## src/rtl/hgpp_pkg.sv

```systemverilog
// ----------------------------------------------------------------------------
// hgpp_pkg
// Shared types and constants of the hex grid point picker.
// ----------------------------------------------------------------------------
`default_nettype none

package hgpp_pkg;

   // grid limits
   localparam int MAX_ROWS = 64;
   localparam int MAX_COLS = 64;

   localparam int ROW_W = (MAX_ROWS > 1) ? $clog2(MAX_ROWS) : 1;
   localparam int COL_W = (MAX_COLS > 1) ? $clog2(MAX_COLS) : 1;
   // clamped grid sizes, wide enough for the 7-bit registers and the limits
   localparam int CNT_W = 9;

   // field widths
   localparam int PTR_W    = 12;
   localparam int VIEW_W   = 17;
   localparam int RAD_W    = 10;
   localparam int GRID_W   = 7;
   localparam int CELL_W   = 6;
   localparam int CSR_IDX_W = 4;
   localparam int CSR_DAT_W = 10;

   // datapath widths: screen offsets, doubled y, squared distance
   localparam int DX_W = 22;
   localparam int Y2_W = 23;
   localparam int D_W  = 2 * DX_W;

   // screen center; y is kept doubled so the half row step stays exact
   localparam int SCREEN_X_MID = 1280 / 2;
   localparam int SCREEN_Y2    = 2 * (720 / 2);

   // register reset values
   localparam logic [RAD_W-1:0]  RADIUS_RST     = 10'd60;
   localparam logic [RAD_W-1:0]  HALF_WIDTH_RST = 10'd51;
   localparam logic [GRID_W-1:0] ROWS_RST       = 7'd64;
   localparam logic [GRID_W-1:0] COLS_RST       = 7'd64;

   typedef enum logic [CSR_IDX_W-1:0] {
      CSR_RADIUS     = 4'd0,
      CSR_HALF_WIDTH = 4'd1,
      CSR_ROWS       = 4'd2,
      CSR_COLS       = 4'd3
   } csr_index_type;

   typedef enum logic [2:0] {
      ST_IDLE,
      ST_ROW_PREP,
      ST_ROW_SQ,
      ST_COL,
      ST_DRAIN,
      ST_THRESH,
      ST_RESULT
   } state_type;

   typedef struct packed {
      logic [RAD_W-1:0]  radius;
      logic [RAD_W-1:0]  half_width;
      logic [GRID_W-1:0] rows;
      logic [GRID_W-1:0] cols;
   } cfg_type;

   typedef struct packed {
      logic              valid;
      logic              hit;
      logic [CELL_W-1:0] col;
      logic [CELL_W-1:0] row;
   } res_type;

endpackage

`default_nettype wire

```

## src/rtl/hgpp_core.sv

```systemverilog
// ----------------------------------------------------------------------------
// hgpp_core
// Grid search sequencer around one shared squaring multiplier: per row, one
// cell squared per cycle, checked against the running best the next cycle.
// ----------------------------------------------------------------------------
`default_nettype none

module hgpp_core
   import hgpp_pkg::*;
(
   input  wire logic                     clock,
   input  wire logic                     reset,
   input  wire cfg_type                  cfg,
   input  wire logic                     start,
   input  wire logic [PTR_W-1:0]         pointer_x,
   input  wire logic [PTR_W-1:0]         pointer_y,
   input  wire logic signed [VIEW_W-1:0] view_x,
   input  wire logic signed [VIEW_W-1:0] view_y,
   output logic                          idle,
   output res_type                       res,
   input  wire logic                     res_ack
);

   state_type state_ff, state_in;

   logic [ROW_W-1:0]         row_ff;
   logic [COL_W-1:0]         col_ff;
   logic [PTR_W-1:0]         px_ff, py_ff;
   logic signed [VIEW_W-1:0] vx_ff;
   logic signed [Y2_W-1:0]   y2_ff;
   logic signed [DX_W-1:0]   dx_ff, dy_ff;
   logic [D_W-1:0]           prod_ff, dy2_ff;
   logic                     cmp_valid_ff;
   logic [ROW_W-1:0]         cmp_row_ff;
   logic [COL_W-1:0]         cmp_col_ff;
   logic                     found_ff;
   logic [D_W-1:0]           best_ff;
   logic [ROW_W-1:0]         best_row_ff;
   logic [COL_W-1:0]         best_col_ff;

   logic [CNT_W-1:0] rows_eff, cols_eff, rows_last, cols_last;
   logic             grid_empty, row_last, col_last;

   logic signed [DX_W-1:0]   mul_a;
   logic signed [D_W-1:0]    mul_sq;
   logic [D_W-1:0]           cell_dist;
   logic                     better;

   logic signed [Y2_W-1:0]   y2_half, cy, y2_start, dy_full;
   logic signed [DX_W-1:0]   dx_start, odd_h;
   logic [RAD_W+1:0]         three_r;
   logic                     hit;

   // grid size, clamped to the limits
   always_comb begin
      rows_eff = (CNT_W'(cfg.rows) > CNT_W'(MAX_ROWS)) ? CNT_W'(MAX_ROWS) : CNT_W'(cfg.rows);
      cols_eff = (CNT_W'(cfg.cols) > CNT_W'(MAX_COLS)) ? CNT_W'(MAX_COLS) : CNT_W'(cfg.cols);
      rows_last  = rows_eff - CNT_W'(1);
      cols_last  = cols_eff - CNT_W'(1);
      grid_empty = (rows_eff == '0) || (cols_eff == '0);
      row_last   = (row_ff == rows_last[ROW_W-1:0]);
      col_last   = (col_ff == cols_last[COL_W-1:0]);
   end

   // row setup arithmetic
   always_comb begin
      y2_start = $signed(Y2_W'(SCREEN_Y2))
               - ($signed({{(Y2_W-VIEW_W){view_y[VIEW_W-1]}}, view_y}) <<< 1);
      y2_half  = y2_ff >>> 1;
      // truncate toward zero: floor shift plus one for odd negative values
      cy       = y2_half + $signed({{(Y2_W-1){1'b0}}, y2_ff[Y2_W-1] & y2_ff[0]});
      dy_full  = $signed({{(Y2_W-PTR_W){1'b0}}, py_ff}) - cy;
      odd_h    = row_ff[0] ? $signed({{(DX_W-RAD_W){1'b0}}, cfg.half_width}) : '0;
      dx_start = $signed({{(DX_W-PTR_W){1'b0}}, px_ff})
               + $signed({{(DX_W-VIEW_W){vx_ff[VIEW_W-1]}}, vx_ff})
               - $signed(DX_W'(SCREEN_X_MID))
               - odd_h;
      three_r  = {1'b0, cfg.radius, 1'b0} + {2'b00, cfg.radius};
   end

   // shared squaring unit
   always_comb begin
      case (state_ff)
         ST_ROW_SQ: mul_a = dy_ff;
         ST_THRESH: mul_a = $signed({{(DX_W-RAD_W){1'b0}}, cfg.radius});
         default:   mul_a = dx_ff;
      endcase
      mul_sq = mul_a * mul_a;
   end

   assign cell_dist = prod_ff + dy2_ff;
   assign better    = !found_ff || (cell_dist < best_ff);
   assign hit       = found_ff && (best_ff <= prod_ff);

   // next state
   always_comb begin
      state_in = state_ff;
      case (state_ff)
         ST_IDLE: begin
            if (start) begin
               state_in = grid_empty ? ST_THRESH : ST_ROW_PREP;
            end
         end
         ST_ROW_PREP: state_in = ST_ROW_SQ;
         ST_ROW_SQ:   state_in = ST_COL;
         ST_COL: begin
            if (col_last) begin
               state_in = row_last ? ST_DRAIN : ST_ROW_PREP;
            end
         end
         ST_DRAIN:  state_in = ST_THRESH;
         ST_THRESH: state_in = ST_RESULT;
         ST_RESULT: begin
            if (res_ack) begin
               state_in = ST_IDLE;
            end
         end
         default: state_in = ST_IDLE;
      endcase
   end

   // outputs
   always_comb begin
      idle = 1'b0;
      res  = '0;
      case (state_ff)
         ST_IDLE: idle = 1'b1;
         ST_RESULT: begin
            res.valid = 1'b1;
            res.hit   = hit;
            res.col   = hit ? CELL_W'(best_col_ff) : '0;
            res.row   = hit ? CELL_W'(best_row_ff) : '0;
         end
         default: idle = 1'b0;
      endcase
   end

   always_ff @(posedge clock) begin
      if (reset) begin
         state_ff     <= ST_IDLE;
         cmp_valid_ff <= 1'b0;
         found_ff     <= 1'b0;
      end else begin
         state_ff     <= state_in;
         cmp_valid_ff <= (state_ff == ST_COL);
         if (state_ff == ST_IDLE && start) begin
            found_ff <= 1'b0;
         end else if (cmp_valid_ff && better) begin
            found_ff <= 1'b1;
         end
      end
   end

   always_ff @(posedge clock) begin
      if (cmp_valid_ff && better) begin
         best_ff     <= cell_dist;
         best_row_ff <= cmp_row_ff;
         best_col_ff <= cmp_col_ff;
      end
      cmp_row_ff <= row_ff;
      cmp_col_ff <= col_ff;
      case (state_ff)
         ST_IDLE: begin
            if (start) begin
               px_ff  <= pointer_x;
               py_ff  <= pointer_y;
               vx_ff  <= view_x;
               y2_ff  <= y2_start;
               row_ff <= '0;
               col_ff <= '0;
            end
         end
         ST_ROW_PREP: begin
            dx_ff  <= dx_start;
            dy_ff  <= dy_full[DX_W-1:0];
            y2_ff  <= y2_ff + $signed({{(Y2_W-RAD_W-2){1'b0}}, three_r});
            col_ff <= '0;
         end
         ST_ROW_SQ: begin
            dy2_ff <= mul_sq[D_W-1:0];
         end
         ST_COL: begin
            prod_ff <= mul_sq[D_W-1:0];
            dx_ff   <= dx_ff - $signed({{(DX_W-RAD_W-1){1'b0}}, cfg.half_width, 1'b0});
            col_ff  <= col_ff + COL_W'(1);
            if (col_last) begin
               row_ff <= row_ff + ROW_W'(1);
            end
         end
         ST_THRESH: begin
            prod_ff <= mul_sq[D_W-1:0];
         end
         default: begin
         end
      endcase
   end

endmodule

`default_nettype wire

```

## src/rtl/hex_grid_point_picker.sv

```systemverilog
// ----------------------------------------------------------------------------
// hex_grid_point_picker
// Finds the offset-row hexagon cell whose screen center is nearest a pointer.
// ----------------------------------------------------------------------------
// One item at a time: an accepted item is searched to the end, and its result
// handed on, before the next one can be taken; when either grid size is zero
// the cell search is skipped and a miss is reported. The search visits one
// cell per cycle through a single shared squaring multiplier, after per-row
// setup states ST_ROW_PREP and ST_ROW_SQ for the row's vertical offset and its
// square. The result waits in an output register, so a new item is accepted
// while the previous result is still pending. Registers are written through
// the csr_ channel, which is always ready; write them only while the block is idle.
`default_nettype none

module hex_grid_point_picker
   import hgpp_pkg::*;
(
   input  wire logic                     clock,
   input  wire logic                     reset,

   input  wire logic                     req_valid,
   output logic                          req_ready,
   input  wire logic [PTR_W-1:0]         req_pointer_x,
   input  wire logic [PTR_W-1:0]         req_pointer_y,
   input  wire logic signed [VIEW_W-1:0] req_view_x,
   input  wire logic signed [VIEW_W-1:0] req_view_y,

   output logic                          rsp_valid,
   input  wire logic                     rsp_ready,
   output logic                          rsp_hit,
   output logic [CELL_W-1:0]             rsp_cell_col,
   output logic [CELL_W-1:0]             rsp_cell_row,

   input  wire logic                     csr_valid,
   output logic                          csr_ready,
   input  wire logic [CSR_IDX_W-1:0]     csr_index,
   input  wire logic [CSR_DAT_W-1:0]     csr_wdata
);

   cfg_type           cfg_ff;
   res_type           res;
   logic              core_idle;
   logic              start;
   logic              res_ack;
   logic              rsp_valid_ff;
   logic              rsp_hit_ff;
   logic [CELL_W-1:0] rsp_col_ff, rsp_row_ff;

   assign csr_ready = 1'b1;
   assign req_ready = core_idle;
   assign start     = req_valid && core_idle;
   assign res_ack   = res.valid && (!rsp_valid_ff || rsp_ready);

   always_ff @(posedge clock) begin
      if (reset) begin
         cfg_ff.radius     <= RADIUS_RST;
         cfg_ff.half_width <= HALF_WIDTH_RST;
         cfg_ff.rows       <= ROWS_RST;
         cfg_ff.cols       <= COLS_RST;
      end else if (csr_valid) begin
         case (csr_index)
            CSR_RADIUS:     cfg_ff.radius     <= csr_wdata[RAD_W-1:0];
            CSR_HALF_WIDTH: cfg_ff.half_width <= csr_wdata[RAD_W-1:0];
            CSR_ROWS:       cfg_ff.rows       <= csr_wdata[GRID_W-1:0];
            CSR_COLS:       cfg_ff.cols       <= csr_wdata[GRID_W-1:0];
            default: begin
            end
         endcase
      end
   end

   hgpp_core u_core (
      .clock     (clock),
      .reset     (reset),
      .cfg       (cfg_ff),
      .start     (start),
      .pointer_x (req_pointer_x),
      .pointer_y (req_pointer_y),
      .view_x    (req_view_x),
      .view_y    (req_view_y),
      .idle      (core_idle),
      .res       (res),
      .res_ack   (res_ack)
   );

   // output register
   always_ff @(posedge clock) begin
      if (reset) begin
         rsp_valid_ff <= 1'b0;
      end else if (res_ack) begin
         rsp_valid_ff <= 1'b1;
      end else if (rsp_ready) begin
         rsp_valid_ff <= 1'b0;
      end
   end

   always_ff @(posedge clock) begin
      if (res_ack) begin
         rsp_hit_ff <= res.hit;
         rsp_col_ff <= res.col;
         rsp_row_ff <= res.row;
      end
   end

   assign rsp_valid    = rsp_valid_ff;
   assign rsp_hit      = rsp_hit_ff;
   assign rsp_cell_col = rsp_col_ff;
   assign rsp_cell_row = rsp_row_ff;

endmodule

`default_nettype wire

```

## config.mk

```make
export PLATFORM = sky130hd
export DESIGN_NAME = hex_grid_point_picker
export DESIGN_NICKNAME = d
export VERILOG_FILES = /design/src/rtl/hgpp_pkg.sv /design/src/rtl/hgpp_core.sv /design/src/rtl/hex_grid_point_picker.sv
export SDC_FILE = /design/constraint.sdc
export NUM_CORES = 2
export LEC_CHECK = 0
export BUFFER_PORTS_ARGS = -buffer_cell sky130_fd_sc_hd__buf_4
export CELL_PAD_IN_SITES_DETAIL_PLACEMENT = 1
export CELL_PAD_IN_SITES_GLOBAL_PLACEMENT = 1
export CORE_MARGIN = 2
export CORE_UTILIZATION = 28
export CTS_BUF_LIST = sky130_fd_sc_hd__clkbuf_8
export DETAILED_ROUTE_END_ITERATION = 12
export GPL_TIMING_DRIVEN = 0
export PLACE_DENSITY_LB_ADDON = 0.1
export SLEW_MARGIN = 20
export SYNTH_ARGS = -nofsm -noshare
export SYNTH_HDL_FRONTEND = slang
export SYNTH_SLANG_ARGS = --single-unit
export TNS_END_PERCENT = 100
```

## constraint.sdc

```tcl
create_clock -name clock -period 10.1 [get_ports clock]
set_input_delay 0.505 -clock clock [delete_from_list [all_inputs] [get_ports clock]]
set_output_delay 0.505 -clock clock [all_outputs]
set_load 0.005 [all_outputs]
```

Word-level counts from Yosys, hierarchy flattened
Index checks and enable logic that the tools add are counted.
{"block": "totals", "regBits": 329, "input_bits": 77}
{"block": "classes", "add_sub_neg": 14, "mul": 1, "magnitude_cmp": 4, "n_eq_ne": 14, "n_mux": 23, "bitwise": 1, "reduce_logical": 31}
{"op": "$pmux 22 s2", "n": 2}
{"op": "$pmux 23 s2", "n": 1}
{"op": "$add 44x44->44", "n": 1}
{"op": "$le 44x44->1", "n": 1}
{"op": "$lt 44x44->1", "n": 1}
{"op": "$mul 22x22->44", "n": 1}
{"op": "$mux 6", "n": 4}
{"op": "$add 23x13->23", "n": 1}
{"op": "$mux 23", "n": 1}
{"op": "$add 22x2->22", "n": 1}
{"op": "$sub 13x22->22", "n": 1}
{"op": "$sub 22x11->22 const B", "n": 1}
{"op": "$sub 22x12->22", "n": 1}
{"op": "$sub 22x22->22", "n": 1}
{"op": "$pmux 3 s7", "n": 1}
{"op": "$sub 11x18->19 const A", "n": 1}
{"op": "$add 13x17->18", "n": 1}
{"op": "$logic_not 9->1", "n": 2}
{"op": "$pmux 6 s3", "n": 1}
{"op": "$reduce_and 2->1", "n": 8}
{"op": "$mux 3", "n": 5}
{"op": "$gt 7x7->1 const B", "n": 2}
{"op": "$mux 14", "n": 1}
{"op": "$mux 7", "n": 2}
{"op": "other kinds (24)", "n": 46}

Logic depth before layout (Yosys ltp)
{"block": "logic_depth", "word_depth": 7, "depth_mapped": 35}

Cells and area by module
From an unflattened synthesis, not the netlist that was laid out.
{"block": "hier_totals", "cells_unflattened": 3692, "hier_area_um2": 36284.8}
{"mod": "hgpp_core", "instances": 1, "cells_per_inst": 3534, "area_each_um2": 34383.0, "seq_area_each_um2": 8207.9}
{"mod": "hex_grid_point_picker", "instances": 1, "cells_per_inst": 158, "area_each_um2": 1901.8, "seq_area_each_um2": 1091.0}

Least setup slack after synthesis
No wires, ideal clock.
{"block": "synth_timing", "path_kind": "register to register", "startpoint": "reg u_core.state_ff[1]", "endpoint": "reg u_core.dy2_ff[42], data pin", "setup_time_ps": 262, "arrival_time_ps": 7870, "t_required_ps": 9838, "setup_slack_ps": 1968, "stages_incl_launch_ff": 30, "path_buffers": 2, "cell_sequence": "dfxtp_1 > inv_1 > nor2_1 > clkbuf_1 > o22ai_1 > a21oi_1 > clkbuf_1 > nand2_1 > fa_1 > inv_1 > fa_1 > fa_1 > inv_1 > fa_1 > inv_1 > fa_1 > fa_1 > inv_1 > fa_1 > inv_1 > ha_1 > and3_1 > a221o_1 > a221o_1 > a211oi_2 > o21ai_1 > a21o_1 > a211o_1 > a21oi_2 > xnor2_1"}
{"block": "synth_between", "elab_chain_len": 3}
{"element": "from (decl)", "line_no": "hgpp_core.sv:24", "text": "state_type state_ff, state_in;"}
{"element": "from (signal assigned)", "line_no": "hgpp_core.sv:144", "text": "state_ff <= state_in;"}
{"element": "$eq 3x3->1 / $eq 3x2->1 (equally long branches)", "line_no": "hgpp_core.sv:83", "text": "case (state_ff)"}
{"element": "$pmux 22 s2 (*)", "line_no": "hgpp_core.sv:83"}
{"element": "$mul 22x22->44 (*)", "line_no": "hgpp_core.sv:88", "text": "mul_sq = mul_a * mul_a;"}
{"element": "named net u_core.mul_sq[42]", "line_no": "hgpp_core.sv:45", "text": "logic signed [D_W-1:0] mul_sq;"}
{"element": "to (signal assigned)", "line_no": "hgpp_core.sv:180", "text": "dy2_ff <= mul_sq[D_W-1:0];"}
{"element": "to (decl)", "line_no": "hgpp_core.sv:32", "text": "logic [D_W-1:0] prod_ff, dy2_ff;"}
Mark *: on every way through the listed nets, which the timed path passes. The rest lies on a longest branch.
A chain may end at the register's enable or synchronous reset.

Worst setup path after layout
{"block": "layout_timing", "startpoint": "reg u_core.state_ff[2]", "endpoint": "reg u_core.prod_ff[42], data pin"}
{"block": "layout_between", "elab_chain_len": 3}
{"element": "$eq 3x3->1 / $eq 3x2->1 (equally long branches)", "line_no": "hgpp_core.sv:83"}
{"element": "$pmux 22 s2 (*)", "line_no": "hgpp_core.sv:83"}
{"element": "$mul 22x22->44 (*)", "line_no": "hgpp_core.sv:88"}
{"element": "named net u_core.mul_sq[42]", "line_no": "hgpp_core.sv:45"}
{"element": "to (signal assigned)", "line_no": "hgpp_core.sv:183", "text": "prod_ff <= mul_sq[D_W-1:0];"}
{"element": "to (signal assigned)", "line_no": "hgpp_core.sv:191", "text": "prod_ff <= mul_sq[D_W-1:0];"}
{"element": "to (decl)", "line_no": "hgpp_core.sv:32"}
Marked as above.

==> flow_summary.json <==
{
  "clock_sinks": 327,
  "ys_seq_elements": 327,
  "synth.avg_cell_area_um2": 9.905,
  "chipHeight_um": 361.3,
  "grt_max_degree": 31,
  "wl_per_cell_um": 19.09,
  "synthCells": 3609,
  "synthDistinctLibCells": 74,
  "final_util_pct": 32.15,
  "crit_arrival_ps": 10160,
  "period_needed_ps": 9677,
  "crit_fanout": 10,
  "vias_per_cell": 4.552,
  "setup_slack_ps": 422.8,
  "post_dp_cell_area_um2": 38890,
  "ant_nets": 0,
  "start_util_pct": 28.11,
  "cts_tree": "done",
  "dp_hpwl_um": 87740,
  "finalHoldViolCount": 0,
  "clk_path_buf_depth": 3,
  "cp.required_ps": 10580,
  "synth_enable_flop_cells": 275,
  "fill_cells": 14520,
  "yosys.area_share.simple_pct": 10.65,
  "ys_seq_area_share_pct": 26.01,
  "clock.fmax_ghz": 0.1033,
  "design.core.area_um2": 127200,
  "areaGrowthSynthToFinish_pct": 14.39,
  "worst_slew_pin_slew_ps": 980.0,
  "crit_path_frequent_cell": "fa_1",
  "clock_latency_ps": 760,
  "synth_top_family_by_area": "adder cells",
  "netlist_area_um2": 35750,
  "regArea_um2": 9299,
  "cp-end-kind": "flop",
  "cts-root-buf": "clkbuf_8",
  "drv_slew": 0,
  "first_pass_iters": 6,
  "drc": 0,
  "yosys_warnings": 0,
  "multi_input_area_um2": 23570,
  "num_rows": 131,
  "grt_use_total_pct": 16.57,
  "clk_pin_slew_ps": 60,
  "fin_crit_sh_pct": 95.81,
  "synthAdderAreaFrac_pct": 39.22,
  "portBuffers": 90,
  "cts_made_buffers": 69,
  "io_pins": 93,
  "tns_ps": 0,
  "postLayoutCellArea_um2": 40890,
  "grt_setup_unrepaired": "false",
  "dieArea_um2": 130500,
  "vias": 25280,
  "skew_ps": 57.83,
  "final_nets": 4753,
  "slowest_stage": "fa_1",
  "start_kind": "flop",
  "syn_nets": 4527,
  "grt_remaining_overflow": 0,
  "synthMuxAreaShare_pct": 0.7560,
  "place_ws_ps": -994.4,
  "slowest_delay_ps": 560,
  "drive_above_1_share_pct": 7.360,
  "cap_violations": 0,
  "cts_max_level": 3,
  "finalSetupViolCount": 0,
  "gp_congestion": 0.8345,
  "first_global_vias": 28050,
  "post_cts_buffers": 0,
  "max_slew_margin_pct": 34.67,
  "min_path_type": "in2reg",
  "antenna_found_initial": 4,
  "synth_xor_area_share_pct": 5.072,
  "routed_wl_um": 106000,
  "yosys_most_used_dff": "edfxtp_1",
  "grt_pass1_wl_um": 165400,
  "fp.dieW_um": 361.3,
  "async_flop_share_pct": 0,
  "crit_type": "reg2reg",
  "outcome": "finished clean",
  "synth_compound_area_share_pct": 9.762,
  "drtIter0Drc": 1046
}
[stage by stage]
step | hold slack (ps) | instances
finish | 125.6 | 5552
global route | 72.80 | 5552
CTS | 12.68 | 5549
detailed placement | 390.2 | 5376
global placement | 387.3 | 5361
floorplan | 385.5 | 3609
[repair_timing]
item / in CTS / in global routing
endpoints found under the hold margin: 70 / 0
pin swaps: 0 / 0
resized for setup: 36 / 38
endpoints found under the setup margin: 40 / 18
hold buffers: 52 / 0
[final timing paths]
check                                                     start                         endpoint  slack [ps]  cells after the start
worst min-delay path                               csr_index[0]          cfg_ff[14]$_SDFFE_PP1P_         130                      3
worst max register to register  u_core.state_ff[2]$_SDFFE_PP0P_     u_core.prod_ff[42]$_DFFE_PP_         420                     31
worst min register to register     u_core.cmp_col_ff[2]$_DFF_P_  u_core.best_col_ff[2]$_DFFE_PP_         400                      0
worst max-delay path            u_core.state_ff[2]$_SDFFE_PP0P_     u_core.prod_ff[42]$_DFFE_PP_         420                     31
[cell usage in the layout, fill, tap and decap left out, types with 75 or more instances in the layout]
cell type	netlist	routed
xnor2_1	130	130
ha_1	375	375
a21oi_1	169	158
edfxtp_1	275	275
xor2_1	77	77
o21ai_0	101	98
clkbuf_8	0	75
fa_1	466	466
buf_4	1	94
inv_1	729	739
a21o_1	86	86
nor2_1	263	261
nand2_1	310	309
[Yosys cell counts (33+ instances only)]
master    instances  area share [%]
inv_1           729             7.7
fa_1            466              26
ha_1            375              13
nand2_1         310             3.3
edfxtp_1        275              23
nor2_1          263             2.8
a21oi_1         169             2.4
xnor2_1         130             3.2
o21ai_0         101             1.4
a21o_1           86             1.8
xor2_1           77             1.9
clkbuf_1         64            0.67
dfxtp_1          52             2.9
nor3_1           51            0.71
nor2b_1          46            0.81
nand3_1          36            0.50
nand2b_1         34            0.59
nand4_1          33            0.58
[state kept, by name, summed over array words and instances, names as in the netlist]
signal / flops
u_core.best_ff: 44
u_core.dy2_ff: 43
u_core.prod_ff: 43
cfg_ff: 34
u_core.y2_ff: 23
u_core.dx_ff: 22
u_core.dy_ff: 22
u_core.vx_ff: 17
u_core.px_ff: 12
u_core.py_ff: 12
rsp_cell_col: 6
rsp_cell_row: 6
u_core.best_col_ff: 6
u_core.best_row_ff: 6
u_core.cmp_col_ff: 6
u_core.cmp_row_ff: 6
u_core.col_ff: 6
u_core.row_ff: 6
u_core.state_ff: 3
rsp_hit: 1
rsp_valid: 1
u_core.cmp_valid_ff: 1
u_core.found_ff: 1
[layer usage]
| metal | up-vias | share of wire, % | global-route usage, % |
|---|---|---|---|
| met5 | - | 0 | 0 |
| met4 | 0 | 2.0 | 4.240 |
| met3 | 106 | 2.7 | 1.922 |
| met2 | 311 | 47 | 27.89 |
| met1 | 12660 | 48 | 22.59 |
| li1 | 12200 | - | - |
[critical path: cells and delay by family (launching register included)]
family	cells	cell delay, ps
buffers and inverters	9	1280
flip-flops	1	530
AND/OR/NAND/NOR	2	460
XOR/XNOR	1	90
adder cells (fa/ha/maj)	8	3950
AO/OA/AOI/OAI	11	3050
[area by class of cell]
type / count / area share (%)
diodes: 4 / 0.02448
plain buffers: 70 / 0.7619
clock buffers: 75 / 2.524
clock inverters: 47 / 0.7986
inverters: 738 / 6.808
multi-input cells: 2472 / 57.64
flip-flops and latches: 327 / 22.74
well taps: 1662 / 5.085
repair buffers: 157 / 3.623
[cell families (layout without fill, tap and decap cells)]
| logic type | count (synthesis) | after routing |
|---|---|---|
| AOI/OAI and AO/OA | 545 | 545 |
| buffers and inverters | 810 | 1087 |
| xor gates and xnor gates | 207 | 207 |
| DFF | 327 | 327 |
| adders and majority gates | 841 | 841 |
| muxes | 27 | 27 |
| other | 1 | 5 |
| and+or+nand+nor | 851 | 851 |
Power is left out: the tool's default activity adds up to more than one toggle a clock period on the data nets, which glitch-free logic cannot reach.
